**config.mk**
```make
export PLATFORM = sky130hd
export DESIGN_NAME = color_key_span_blitter
export DESIGN_NICKNAME = d
export VERILOG_FILES = /design/src/design/ckb_pkg.sv /design/src/design/color_key_span_blitter.sv
export VERILOG_INCLUDE_DIRS = /design/src /design/src/design
export SDC_FILE = /design/constraint.sdc
export NUM_CORES = 1
export LEC_CHECK = 0
export ABC_AREA = 1
export ABC_CLOCK_PERIOD_IN_PS = 7000
export BUFFER_PORTS_ARGS = -buffer_cell sky130_fd_sc_hd__buf_2
export CAP_MARGIN = 20
export CELL_PAD_IN_SITES_DETAIL_PLACEMENT = 0
export CELL_PAD_IN_SITES_GLOBAL_PLACEMENT = 1
export CORE_MARGIN = 2
export CORE_UTILIZATION = 53
export DETAILED_ROUTE_END_ITERATION = 10
export PLACE_DENSITY_LB_ADDON = 0.1
export SYNTH_ARGS = -nofsm -noshare
export SYNTH_HDL_FRONTEND = slang
export SYNTH_SLANG_ARGS = --single-unit
```
**constraint.sdc**
```tcl
create_clock -name clk -period 7 [get_ports clk]
set_input_delay 1.4 -clock clk [delete_from_list [all_inputs] [get_ports clk]]
set_output_delay 1.4 -clock clk [all_outputs]
set_load 0.02 [all_outputs]
```
**src/design/color_key_span_blitter_assert.svh**
```systemverilog
// ----------------------------------------------------------------------------
// color key span blitter assertion macros
// shared same-cycle-implication and next-cycle property forms
// ----------------------------------------------------------------------------
`ifndef COLOR_KEY_SPAN_BLITTER_ASSERT_SVH
`define COLOR_KEY_SPAN_BLITTER_ASSERT_SVH

// same-cycle implication
`define CKB_ASSERT_NOW(label, ante, cons, msg) \
	label: assert property (@(posedge clk) disable iff (!arst_n) (ante) |-> (cons)) \
		else $error(msg);

// next-cycle implication
`define CKB_ASSERT_NEXT(label, ante, cons, msg) \
	label: assert property (@(posedge clk) disable iff (!arst_n) (ante) |=> (cons)) \
		else $error(msg);

`endif

```
**src/design/ckb_pkg.sv**
```systemverilog
// ----------------------------------------------------------------------------
// ckb_pkg
// constants, register indexes and color packing for the span blitter
// ----------------------------------------------------------------------------
`default_nettype none

package ckb_pkg;

	localparam int MAX_ROW_WIDTH = 32;
	localparam int IDX_W         = $clog2(MAX_ROW_WIDTH);
	localparam int CNT_W         = $clog2(MAX_ROW_WIDTH + 1);
	localparam int CFG_IDX_W     = 3;
	localparam int CFG_DATA_W    = 16;

	localparam logic [CFG_IDX_W-1:0] REG_CLIP_LEFT     = 3'd0;
	localparam logic [CFG_IDX_W-1:0] REG_CLIP_TOP      = 3'd1;
	localparam logic [CFG_IDX_W-1:0] REG_CLIP_RIGHT    = 3'd2;
	localparam logic [CFG_IDX_W-1:0] REG_CLIP_BOTTOM   = 3'd3;
	localparam logic [CFG_IDX_W-1:0] REG_SCREEN_WIDTH  = 3'd4;
	localparam logic [CFG_IDX_W-1:0] REG_SCREEN_HEIGHT = 3'd5;
	localparam logic [CFG_IDX_W-1:0] REG_CLIP_ENABLE   = 3'd6;

	localparam logic KIND_HEADER = 1'b0;
	localparam logic KIND_PIXEL  = 1'b1;

	typedef logic [15:0] rgb565_t;

	function automatic rgb565_t rgb565(input logic [7:0] r, input logic [7:0] g,
		input logic [7:0] b);
		return {r[7:3], g[7:2], b[7:3]};
	endfunction

endpackage

`default_nettype wire

```
**src/design/color_key_span_blitter.sv**
```systemverilog
// a closing pixel's header passes the header state, then the output register
// a pixel that does not close a span leaves the block idle, ready for another pixel
// a closing pixel stalls input until header and n pixels are out, one buffer read each
// reset: arst_n clears config to defaults, span state, sequencer and output valid
// ----------------------------------------------------------------------------
// color_key_span_blitter
// black-keyed spans, clipped if enabled, buffered in a 32-entry memory and emitted
// as a window header followed by RGB565 pixels
// ----------------------------------------------------------------------------
`default_nettype none

module color_key_span_blitter (
	input  wire logic                                 clk,
	input  wire logic                                 arst_n,
	input  wire logic                                 cfg_write,
	input  wire logic [ckb_pkg::CFG_IDX_W-1:0]        cfg_index,
	input  wire logic [ckb_pkg::CFG_DATA_W-1:0]       cfg_data,
	input  wire logic                                 in_valid,
	output logic                                      in_ready,
	input  wire logic signed [15:0]                   origin_x,
	input  wire logic signed [15:0]                   origin_y,
	input  wire logic [4:0]                           column,
	input  wire logic [7:0]                           row_index,
	input  wire logic [7:0]                           red,
	input  wire logic [7:0]                           green,
	input  wire logic [7:0]                           blue,
	input  wire logic                                 end_of_row,
	output logic                                      out_valid,
	input  wire logic                                 out_ready,
	output logic                                      kind,
	output logic signed [15:0]                        window_x,
	output logic signed [15:0]                        window_y,
	output logic [5:0]                                span_len,
	output logic [15:0]                               color,
	output logic                                      last
);

	import ckb_pkg::*;

	localparam logic [1:0] S_IDLE = 2'd0;
	localparam logic [1:0] S_HDR  = 2'd1;
	localparam logic [1:0] S_PIX  = 2'd2;

	logic [1:0]          state_q;

	logic signed [15:0]  clip_left_q, clip_top_q, clip_right_q, clip_bottom_q;
	logic [12:0]         screen_width_q, screen_height_q;
	logic                clip_enable_q;

	logic                span_open_q;
	logic [IDX_W-1:0]    span_first_q;
	logic [CNT_W-1:0]    span_count_q;

	logic signed [15:0]  hdr_x_q, hdr_y_q;
	logic [CNT_W-1:0]    hdr_cnt_q;
	logic [CNT_W-1:0]    rd_idx_q;
	logic                rd_valid_s1;
	rgb565_t             rd_data_s1;

	rgb565_t             span_mem [MAX_ROW_WIDTH];

	logic                out_valid_q, kind_q, last_q;
	logic signed [15:0]  window_x_q, window_y_q;
	logic [5:0]          span_len_q;
	logic [15:0]         color_q;

	logic                accept, out_free, consume, fetch;
	logic signed [16:0]  sx, sy;
	logic                keyed, clipped, visible, open_eff, append, close;
	logic [IDX_W-1:0]    first_eff;
	logic [CNT_W-1:0]    cnt_base, cnt_new;
	rgb565_t             pix_color;

	assign in_ready = (state_q == S_IDLE);
	assign accept   = in_valid && in_ready;
	assign out_free = !out_valid_q || out_ready;
	assign consume  = (state_q == S_PIX) && rd_valid_s1 && out_free;
	assign fetch    = (state_q == S_PIX) && (!rd_valid_s1 || consume) &&
		(rd_idx_q != hdr_cnt_q);

	always_comb begin
		sx = {origin_x[15], origin_x} + 17'(column);
		sy = {origin_y[15], origin_y} + 17'(row_index);
		keyed = (red | green | blue) != 8'd0;
		clipped = (sx < $signed({clip_left_q[15], clip_left_q})) ||
			(sx >= $signed({clip_right_q[15], clip_right_q})) ||
			(sy < $signed({clip_top_q[15], clip_top_q})) ||
			(sy >= $signed({clip_bottom_q[15], clip_bottom_q})) ||
			(sx < 17'sd0) || (sx >= $signed({4'd0, screen_width_q})) ||
			(sy < 17'sd0) || (sy >= $signed({4'd0, screen_height_q}));
		visible   = keyed && !(clip_enable_q && clipped);
		open_eff  = span_open_q || visible;
		first_eff = span_open_q ? span_first_q : column;
		cnt_base  = span_open_q ? span_count_q : '0;
		append    = visible && (cnt_base < CNT_W'(MAX_ROW_WIDTH));
		cnt_new   = append ? cnt_base + CNT_W'(1) : cnt_base;
		close     = (!visible || end_of_row) && open_eff;
		pix_color = rgb565(red, green, blue);
	end

	always_ff @(posedge clk or negedge arst_n) begin
		if (!arst_n) begin
			clip_left_q     <= 16'sd0;
			clip_top_q      <= 16'sd0;
			clip_right_q    <= 16'sd240;
			clip_bottom_q   <= 16'sd320;
			screen_width_q  <= 13'd240;
			screen_height_q <= 13'd320;
			clip_enable_q   <= 1'b1;
		end else if (cfg_write) begin
			case (cfg_index)
				REG_CLIP_LEFT:     clip_left_q     <= cfg_data;
				REG_CLIP_TOP:      clip_top_q      <= cfg_data;
				REG_CLIP_RIGHT:    clip_right_q    <= cfg_data;
				REG_CLIP_BOTTOM:   clip_bottom_q   <= cfg_data;
				REG_SCREEN_WIDTH:  screen_width_q  <= cfg_data[12:0];
				REG_SCREEN_HEIGHT: screen_height_q <= cfg_data[12:0];
				REG_CLIP_ENABLE:   clip_enable_q   <= cfg_data[0];
				default: ;
			endcase
		end
	end

	// span buffer
	always_ff @(posedge clk) begin
		if (accept && append) begin
			span_mem[cnt_base[IDX_W-1:0]] <= pix_color;
		end
		if (fetch) begin
			rd_data_s1 <= span_mem[rd_idx_q[IDX_W-1:0]];
		end
	end

	always_ff @(posedge clk) begin
		if (accept && close) begin
			hdr_x_q   <= origin_x + 16'(first_eff);
			hdr_y_q   <= origin_y + 16'(row_index);
			hdr_cnt_q <= cnt_new;
		end
	end

	always_ff @(posedge clk or negedge arst_n) begin
		if (!arst_n) begin
			state_q      <= S_IDLE;
			span_open_q  <= 1'b0;
			span_first_q <= '0;
			span_count_q <= '0;
			rd_idx_q     <= '0;
			rd_valid_s1  <= 1'b0;
		end else begin
			case (state_q)
				S_IDLE: begin
					if (accept) begin
						if (close) begin
							span_open_q  <= 1'b0;
							span_first_q <= '0;
							span_count_q <= '0;
							state_q      <= S_HDR;
						end else begin
							span_open_q  <= open_eff;
							span_first_q <= first_eff;
							span_count_q <= cnt_new;
						end
					end
				end
				S_HDR: begin
					if (out_free) begin
						rd_idx_q    <= '0;
						rd_valid_s1 <= 1'b0;
						state_q     <= (hdr_cnt_q == '0) ? S_IDLE : S_PIX;
					end
				end
				S_PIX: begin
					if (fetch) begin
						rd_idx_q    <= rd_idx_q + CNT_W'(1);
						rd_valid_s1 <= 1'b1;
					end else if (consume) begin
						rd_valid_s1 <= 1'b0;
						if (rd_idx_q == hdr_cnt_q) begin
							state_q <= S_IDLE;
						end
					end
				end
				default: state_q <= S_IDLE;
			endcase
		end
	end

	// output register
	always_ff @(posedge clk or negedge arst_n) begin
		if (!arst_n) begin
			out_valid_q <= 1'b0;
		end else if ((state_q == S_HDR && out_free) || consume) begin
			out_valid_q <= 1'b1;
		end else if (out_ready) begin
			out_valid_q <= 1'b0;
		end
	end

	always_ff @(posedge clk) begin
		if (state_q == S_HDR && out_free) begin
			kind_q       <= KIND_HEADER;
			window_x_q   <= hdr_x_q;
			window_y_q   <= hdr_y_q;
			span_len_q   <= 6'(hdr_cnt_q);
			color_q      <= '0;
			last_q       <= (hdr_cnt_q == '0);
		end else if (consume) begin
			kind_q       <= KIND_PIXEL;
			window_x_q   <= '0;
			window_y_q   <= '0;
			span_len_q   <= '0;
			color_q      <= rd_data_s1;
			last_q       <= (rd_idx_q == hdr_cnt_q);
		end
	end

	assign out_valid  = out_valid_q;
	assign kind       = kind_q;
	assign window_x   = window_x_q;
	assign window_y   = window_y_q;
	assign span_len   = span_len_q;
	assign color      = color_q;
	assign last       = last_q;

	`include "color_key_span_blitter_assert.svh"

	`CKB_ASSERT_NOW(a_busy_span_closed, state_q != S_IDLE, !span_open_q, "span open while emitting")
	`CKB_ASSERT_NOW(a_hdr_nonempty, state_q == S_HDR, hdr_cnt_q != '0, "closing span is empty")
	`CKB_ASSERT_NOW(a_rd_in_range, rd_valid_s1, (rd_idx_q != '0) && (rd_idx_q <= hdr_cnt_q), "read index out of span")
	`CKB_ASSERT_NEXT(a_hdr_to_pix, state_q == S_HDR && out_free, state_q == S_PIX && out_valid_q && kind_q == KIND_HEADER, "header not followed by pixel phase")

endmodule

`default_nettype wire
```
==> results of run 1 <==
## kinds of logic after synthesis
logic type,count (synthesis)
buffers and inverters,391
XOR/XNOR,42
flip-flops,735
AND/OR/NAND/NOR,1047
AO/OA/AOI/OAI,596
adder cells (fa/ha/maj),118
## power by group through the flow
| stage | logic [mW] | registers (mW) | clock network [mW] |
|---|---|---|---|
| after detailed placement | 4.06 | 5.63 | 0 |
| after floorplan | 2.43 | 5.62 | 0 |
| after global placement | 4.00 | 5.63 | 0 |
| after CTS | 4.09 | 5.55 | 3.98 |
| after global routing | 4.48 | 5.59 | 4.14 |
| final | 4.08 | 5.55 | 3.91 |
## path summary, 6_finish.rpt
path	slack, ns	end	from
setup reg to reg	2.93	rd_data_s1[13]	rd_idx_q[1]
max in group asynchronous	5.25	clip_bottom_q[8]	arst_n
min in group asynchronous	0.74	span_first_q[0]	arst_n
hold reg to reg	0.48	color[14]	rd_data_s1[14]
hold / removal	0.48	color[14]	rd_data_s1[14]
setup / recovery	1.69	span_mem[13][6]	origin_x[0]
## per-stage QoR
stage	cell area [um2]	power [mW]	instances	utilization
global placement	33960	9.625	3786	0.5638
detailed placement	34010	9.693	3788	0.5645
finish	36470	13.54	3930	0.6053
CTS	36410	13.62	3927	0.6044
floorplan	32290	8.048	2929	-
global route	36470	14.21	3930	0.6053
## flip-flops by register name, indices dropped and copies added (netlist names), 5 cells and up
name and count:
window_y 16, window_x 16, hdr_cnt_q 6, screen_width_q 13, clip_left_q 16, rd_data_s1 16, span_mem 512, hdr_y_q 16
rd_idx_q 6, span_len 6, hdr_x_q 16, clip_right_q 16, span_count_q 6, clip_top_q 16, clip_bottom_q 16, span_first_q 5
screen_height_q 13, color 16
## layout by cell type, fill, tap and decap left out, types with 3 or more instances in the layout
cell type,netlist,routed
fa_1,3,3
a21oi_1,42,42
edfxtp_1,605,605
xor2_1,29,29
nand2_1,442,440
nand3b_1,4,4
clkinv_2,0,11
clkinv_1,5,21
nor4_1,8,8
dfstp_2,13,13
buf_16,0,3
inv_2,4,4
o211ai_1,17,17
dfrtp_1,100,97
buf_2,3,150
buf_4,1,58
nand3_2,3,3
inv_1,249,248
o22ai_1,82,82
o221ai_1,47,47
nand4_1,41,41
dfxtp_1,17,17
clkbuf_16,0,79
clkbuf_1,123,16
xnor2_1,13,13
o21ai_0,395,395
a21o_1,5,5
nor2_1,441,440
nor2_2,3,4
ha_1,115,115
nand3_1,83,83
inv_6,0,3
nand2_2,5,7
bufinv_16,0,3
nor3_1,10,9
clkbuf_8,0,5
clkinvlp_4,0,4
## cell type report
cell class,count,area share
Antenna cell,1,0.00006862
Clock buffer,100,0.05774
Clock inverter,39,0.008166
Inverter,258,0.02673
Multi-Input combinational cell,1803,0.2595
Sequential cell,735,0.5857
Tap cell,782,0.02683
Timing Repair Buffer,212,0.03520
## layer usage
layer | up-vias | share of wire
met1 | 10880 | 0.41
met3 | 175 | 0.056
met5 | - | 0.00025
li1 | 10560 | -
met2 | 715 | 0.48
met4 | 4 | 0.048
## worst max-delay path: cells and delay by family
family | cells | cell delay, ns
compound gates | 1 | 0.17
xor+xnor | 1 | 0.42
fa+ha+maj | 3 | 0.91
buf+inv | 5 | 0.67
simple gates | 18 | 2.04
==> metrics.md, run 1 <==
| Metric | Value |
|---|---|
| Status | completed |
| Synth cell types | 44 |
| GR Overflow Total | 0 |
| Routed WL per cell | 21.97 um |
| Setup crit start kind | input pin |
| First drt pass iteration count | 5 |
| Cell accounting for the most synthesized area | edfxtp_1 |
| Worst setup EP type | flip-flop |
| Endpoints failing setup | 0 |
| Postcts setup bufs | 0 |
| Starting Density | 0.5359 |
| # port buffers | 151 |
| Worst-path clk slew | 0.06 ns |
| Die Span X | 250.8 um |
| Synth top area share | 0.5627 |
| Post-CTS Resized | 0 |
| Worst Slack Setup Final | 1.690 ns |
| Reg power frac | 0.410 |
| Compound-gate portion of the synthesized area | 0.1033 |
| # IOs | 152 |
| Lkg Pwr | 14.23 nW |
| Antenna viol nets, final | 0 |
| Antenna violations before repair | 3 |
| Total Neg Setup Slack | 0 ns |
| Pin slew with the least headroom to its limit | 1.077 ns |
| CTS Buffer Depth | 3 |
| All-Layer GR Usage | 0.2743 |
| Int Pwr | 8.608 mW |
| Met3 GRT Util | 0.04069 |
| Post-synth top cells | 605 x edfxtp_1, 442 x nand2_1, 441 x nor2_1 |
| Yosys warnings | 0 |
| Post-Route WL | 86350 um |
| Maximum vdd drop | 0.2760 mV |
| First-pass GRT wire length | 129600 um |
| Combinational Power Share | 0.301 |
| Nets | 3298 |
| Fill count | 4909 |
| Post-DR vias/cell | 5.681 |
| Power Density | 371.4 nW/um2 |
| M1 GR Usage | 0.3609 |
| Max Cap Viol | 0 |
| Max Fanout on Critical Path | 13 |
| DPL Wire Length | 55340 um |
| NetSw | 4.936 mW |
| Layout cells sized above 1 | 0.1141 |
| Power share of the clock group | 0.289 |
| Crit share post-route | 0.7586 |
| CP peak stage delay | 0.42 ns |
| Count leader, synth | edfxtp_1 |
| Largest family of logic cells by synthesized area | simple AND/OR/NAND/NOR gates |
| Hold depth | 2 |
| Vias after detailed routing | 22330 |
| Final hold slack | 0.4802 ns |
| Synth Area in Adders | 0.04643 |
| Cell row count | 90 |
| Worst Reg2Reg Path Length in Cells | 8 |
| Worst-skew pair later-pin latency | 0.63 ns |
| Mapped cell area | 32290 um2 |
| Vias in the first global route | 21620 |
| Number of synthesized flops with an enable pin | 605 |
| FF+latch area | 21360 um2 |
| Clock Root Buffer | clkbuf_16 |
| Total CTS buffers | 76 |
| Gate Count Post-Synth | 2929 |
| RSZ-0062 raised after global routing | no |
| Synthesized area per cell | 11.02 um2 |
| Worst slack, placed | 1.131 ns |
| Async SR Flop Fraction | 0.1537 |
| Worst setup path class | input pin to flip-flop |
| Most crowded layer after global routing | met2 |
| Minimum clock period after layout | 5.310 ns |
| Routability cong. | 0.8935 |
| Max-slew violation count | 0 |
| Hold Vio Cnt, Final | 0 |
| CTS H-Tree Depth | 3 |
| Most used cell, CP | nand2_1 |
| Core Footprint | 60250 um2 |
| Largest net degree at the start of global routing | 116 |
| Sw Share | 0.3644 |
| Multi-input logic area | 9464 um2 |
| WP data arrival | 5.61 ns |
| Clk_skew | 0.02872 ns |
| Mux cell area share after synthesis | 0 |
| Residual DRC count | 0 |
| Cts hold-fix bufs | 0 |
| CTS tree | yes |
| Hold crit path type | flip-flop to flip-flop |
| Post-Syn Nets | 3141 |
| Simple-gate share of the synthesized area | 0.1316 |
| Crit path required time | 7.30 ns |
| Initial DRC Count | 1837 |
| P&R area growth vs syn | 12.95% |
| XOR/XNOR Fraction of Synth Area | 0.01139 |
| Synth Flop Type | edfxtp_1 |
| Clock Sinks | 735 |
| Slew headroom | 0.2803 |
| DIE HEIGHT | 250.8 um |
| Flops & latches, synth | 735 |
| Crit path max-delay cell type | xnor2_1 |
| Register area share after synthesis | 0.6613 |
| Met2 Resource Use GR | 0.4548 |
| Die area | 62910 um2 |
| Peak Freq | 188.3 MHz |
| Area contributors post-synth | edfxtp_1 56%, dfrtp_1 7.8%, o21ai_0 6.1% |
No activity file was read; power rests on OpenSTA's default activity.
==> run 2, diff against run 1 <==
- ABC_CLOCK_PERIOD_IN_PS: 7000 -> 4400
- CORE_UTILIZATION: 53 -> 45
- clock period: 7 -> 4.4 ns (I/O delays scaled with it)
==> run 2 against run 1 <==
Against the previous run:
- sequential power is 57% higher
- final area is 6.8% higher
- register-to-register slack worse by 1.8 ns
- worst hold slack worse by 0.10 ns
- critical path type unchanged
- die area is 17% higher
- total power is 67% higher
==> metrics.md, run 2 (synthesis gave the netlist of run 1 again) <==
| Metric | Value |
|---|---|
| Reg-to-Reg Start | rd_idx_q[4] |
| Slew headroom | 0.3226 (+0.04233) |
| CTS tree | yes |
| GR Overflow Total | 0 (unchanged) |
| Fin cells | 4244 (+8.0%) |
| Die area | 73910 um2 (+17%) |
| Total Neg Setup Slack | 0 ns (unchanged) |
| DPL Wire Length | 62160 um (+12%) |
| Die Span X | 271.9 um (+8.4%) |
| Clock Sinks | 735 (unchanged) |
| Total CTS buffers | 82 (+7.9%) |
| Post-Route Utilization | 0.5466 (-0.05869) |
| Reg power frac | 0.387 (-0.023) |
| # port buffers | 151 (unchanged) |
| Crit share post-route | 0.9666 |
| # IOs | 152 (unchanged) |
| Worst R2R End | rd_idx_q[1] |
| Starting Density | 0.4532 (-0.08271) |
| Combinational Power Share | 0.308 (+0.007) |
| Int Pwr | 14.49 mW (+68%) |
| Hold crit path type | input pin to asynchronous set/reset pin |
| Crit path max-delay cell type | fa_2 |
| Max reg flops | 512 (unchanged) |
| Largest net degree at the start of global routing | 188 (+62%) |
| Crit path required time | 4.74 ns (-2.56 ns) |
| Lkg Pwr | 15.17 nW (+6.6%) |
| First drt pass iteration count | 8 (+3) |
| Commonest non-fill, non-tap cell in the layout | edfxtp_1 |
| Crit path buf inv count | 7 (+2) |
| Most used cell, CP | nand2_2 |
| Pwr Total | 22.57 mW (+67%) |
| Status | completed |
| Endpoints failing setup | 0 (unchanged) |
| All-Layer GR Usage | 0.2517 (-0.02251) |
| Power Density | 579.5 nW/um2 (+56%) |
| Worst-skew pair later-pin latency | 0.63 ns (about the same) |
| Most frequent cells in the layout | 605 x edfxtp_1, 426 x nand2_1, 403 x nor2_1 |
| Minimum clock period after layout | 4.253 ns |
| Worst Slack Setup Final | 0.1471 ns (-1.543 ns) |
| Clk_skew | 0.02108 ns (-0.007639 ns) |
| Vias after detailed routing | 22900 (+2.5%) |
| WP data arrival | 4.59 ns (-1.02 ns) |
| Antenna fix cells | 0 (-1) |
| Vias in the first global route | 22700 (+5.0%) |
| Power share of the clock group | 0.305 (+0.016) |
| Setup crit start kind | input pin |
| Antenna viol nets, final | 0 (unchanged) |
| Worst reg2reg setup slack | 1.14 ns (-1.79 ns) |
| Max Cap Viol | 0 (unchanged) |
| First-pass GRT wire length | 140000 um (+8.1%) |
| Cell row count | 98 (+8.9%) |
| Initial DRC Count | 2092 (+14%) |
| Fin area | 38940 um2 (+6.8%) |
| Placed insts | 4084 (+7.8%) |
| Routed WL per cell | 21.89 um (-0.37%) |
| Peak Freq | 235.1 MHz |
| Routability cong. | 0.9323 (+4.3%) |
| Final hold slack | 0.3762 ns (-0.1039 ns) |
| Hold Vio Cnt, Final | 0 (unchanged) |
| Worst setup path class | input pin to flip-flop |
| P&R area growth vs syn | 20.62% |
| Max-slew violation count | 0 (unchanged) |
| Top delay family on crit path | simple AND/OR/NAND/NOR gates |
| Sw Share | 0.3577 (-0.006709) |
| Worst setup EP type | flip-flop |
| Residual DRC count | 0 (unchanged) |
| Clock Root Buffer | clkbuf_16 |
| CTS H-Tree Depth | 3 (unchanged) |
| DIE HEIGHT | 271.9 um (+8.4%) |
| Pin slew with the least headroom to its limit | 1.014 ns (-0.06333 ns) |
| Cell Area, Placed | 35990 um2 (+5.8%) |
| Core Footprint | 71240 um2 (+18%) |
| Antenna violations before repair | 2 (-1) |
| Max Fanout on Critical Path | 8 (-5) |
| Worst-path clk slew | 0.06 ns (about the same) |
| Nets | 3440 (+4.3%) |
| Post-Route WL | 92900 um (+7.6%) |
| NetSw | 8.072 mW (+64%) |
| Maximum vdd drop | 0.3520 mV (+28%) |
| Worst Reg2Reg Path Length in Cells | 11 (+3) |
| Worst slack, placed | -0.6175 ns (-1.749 ns) |
| CTS Buffer Depth | 3 (unchanged) |
| CP peak stage delay | 0.33 ns (-0.09 ns) |
| Layout cells sized above 1 | 0.1767 (+0.06261) |
| Post-DR vias/cell | 5.395 (-5.0%) |
[run 2: cell count changes in the layout (fill, tap and decap cells not counted), moves of 6 or more]
cell / delta
clkbuf_1: +6
buf_4: +97
nand3_1: -6
nand2_2: +13
clkbuf_16: +8
nand2_1: -14
nor2_4: +33
buf_12: +41
nor2_1: -37
[run 2: cell type report]
type	count	area, um2
Tap cell	950	1189
Sequential cell	735	21360
Multi-Input combinational cell	1803	9927
Timing Repair Buffer	348	2775
Clock inverter	38	420.4
Fill cell	6160	32300
Inverter	258	980.9
Clock buffer	112	2290
[run 2: how the worst max path moves through the flow]
stage                      from               to  slack, ns  depth (start not counted)
floorplan           origin_y[0]     hdr_cnt_q[0]      0.004                         28
global placement    origin_x[0]  span_mem[13][9]      -0.57                         30
detailed placement  origin_x[0]   span_mem[0][0]      -0.62                         30
CTS                 origin_x[0]  span_mem[0][15]       0.05                         30
global route        origin_x[0]   span_mem[0][6]      -0.03                         30
finish              origin_x[0]  span_mem[0][12]       0.15                         29
[run 2: power by group through the flow]
stage,clock [mW],combinational [mW],sequential [mW]
final,6.89,6.94,8.73
after global routing,7.29,7.61,8.80
after CTS,7.03,6.94,8.73
after detailed placement,0,6.91,8.86
after global placement,0,6.86,8.86
after floorplan,0,3.90,8.94
[run 2: what timing repair did]
item                       CTS  global route
hold buffers                 0             0
setup buffers                0             9
setup endpoints to repair    0           560
resized for setup            0            35
[run 2: layer usage]
metal / track usage / part of all wire / vias up
met1: 0.3247 / 0.41 / 11150
met2: 0.4328 / 0.50 / 728
met3: 0.03853 / 0.055 / 173
li1: - / - / 10840
met4: 0.08994 / 0.039 / 2
met5: 0 / 0.00017 / -
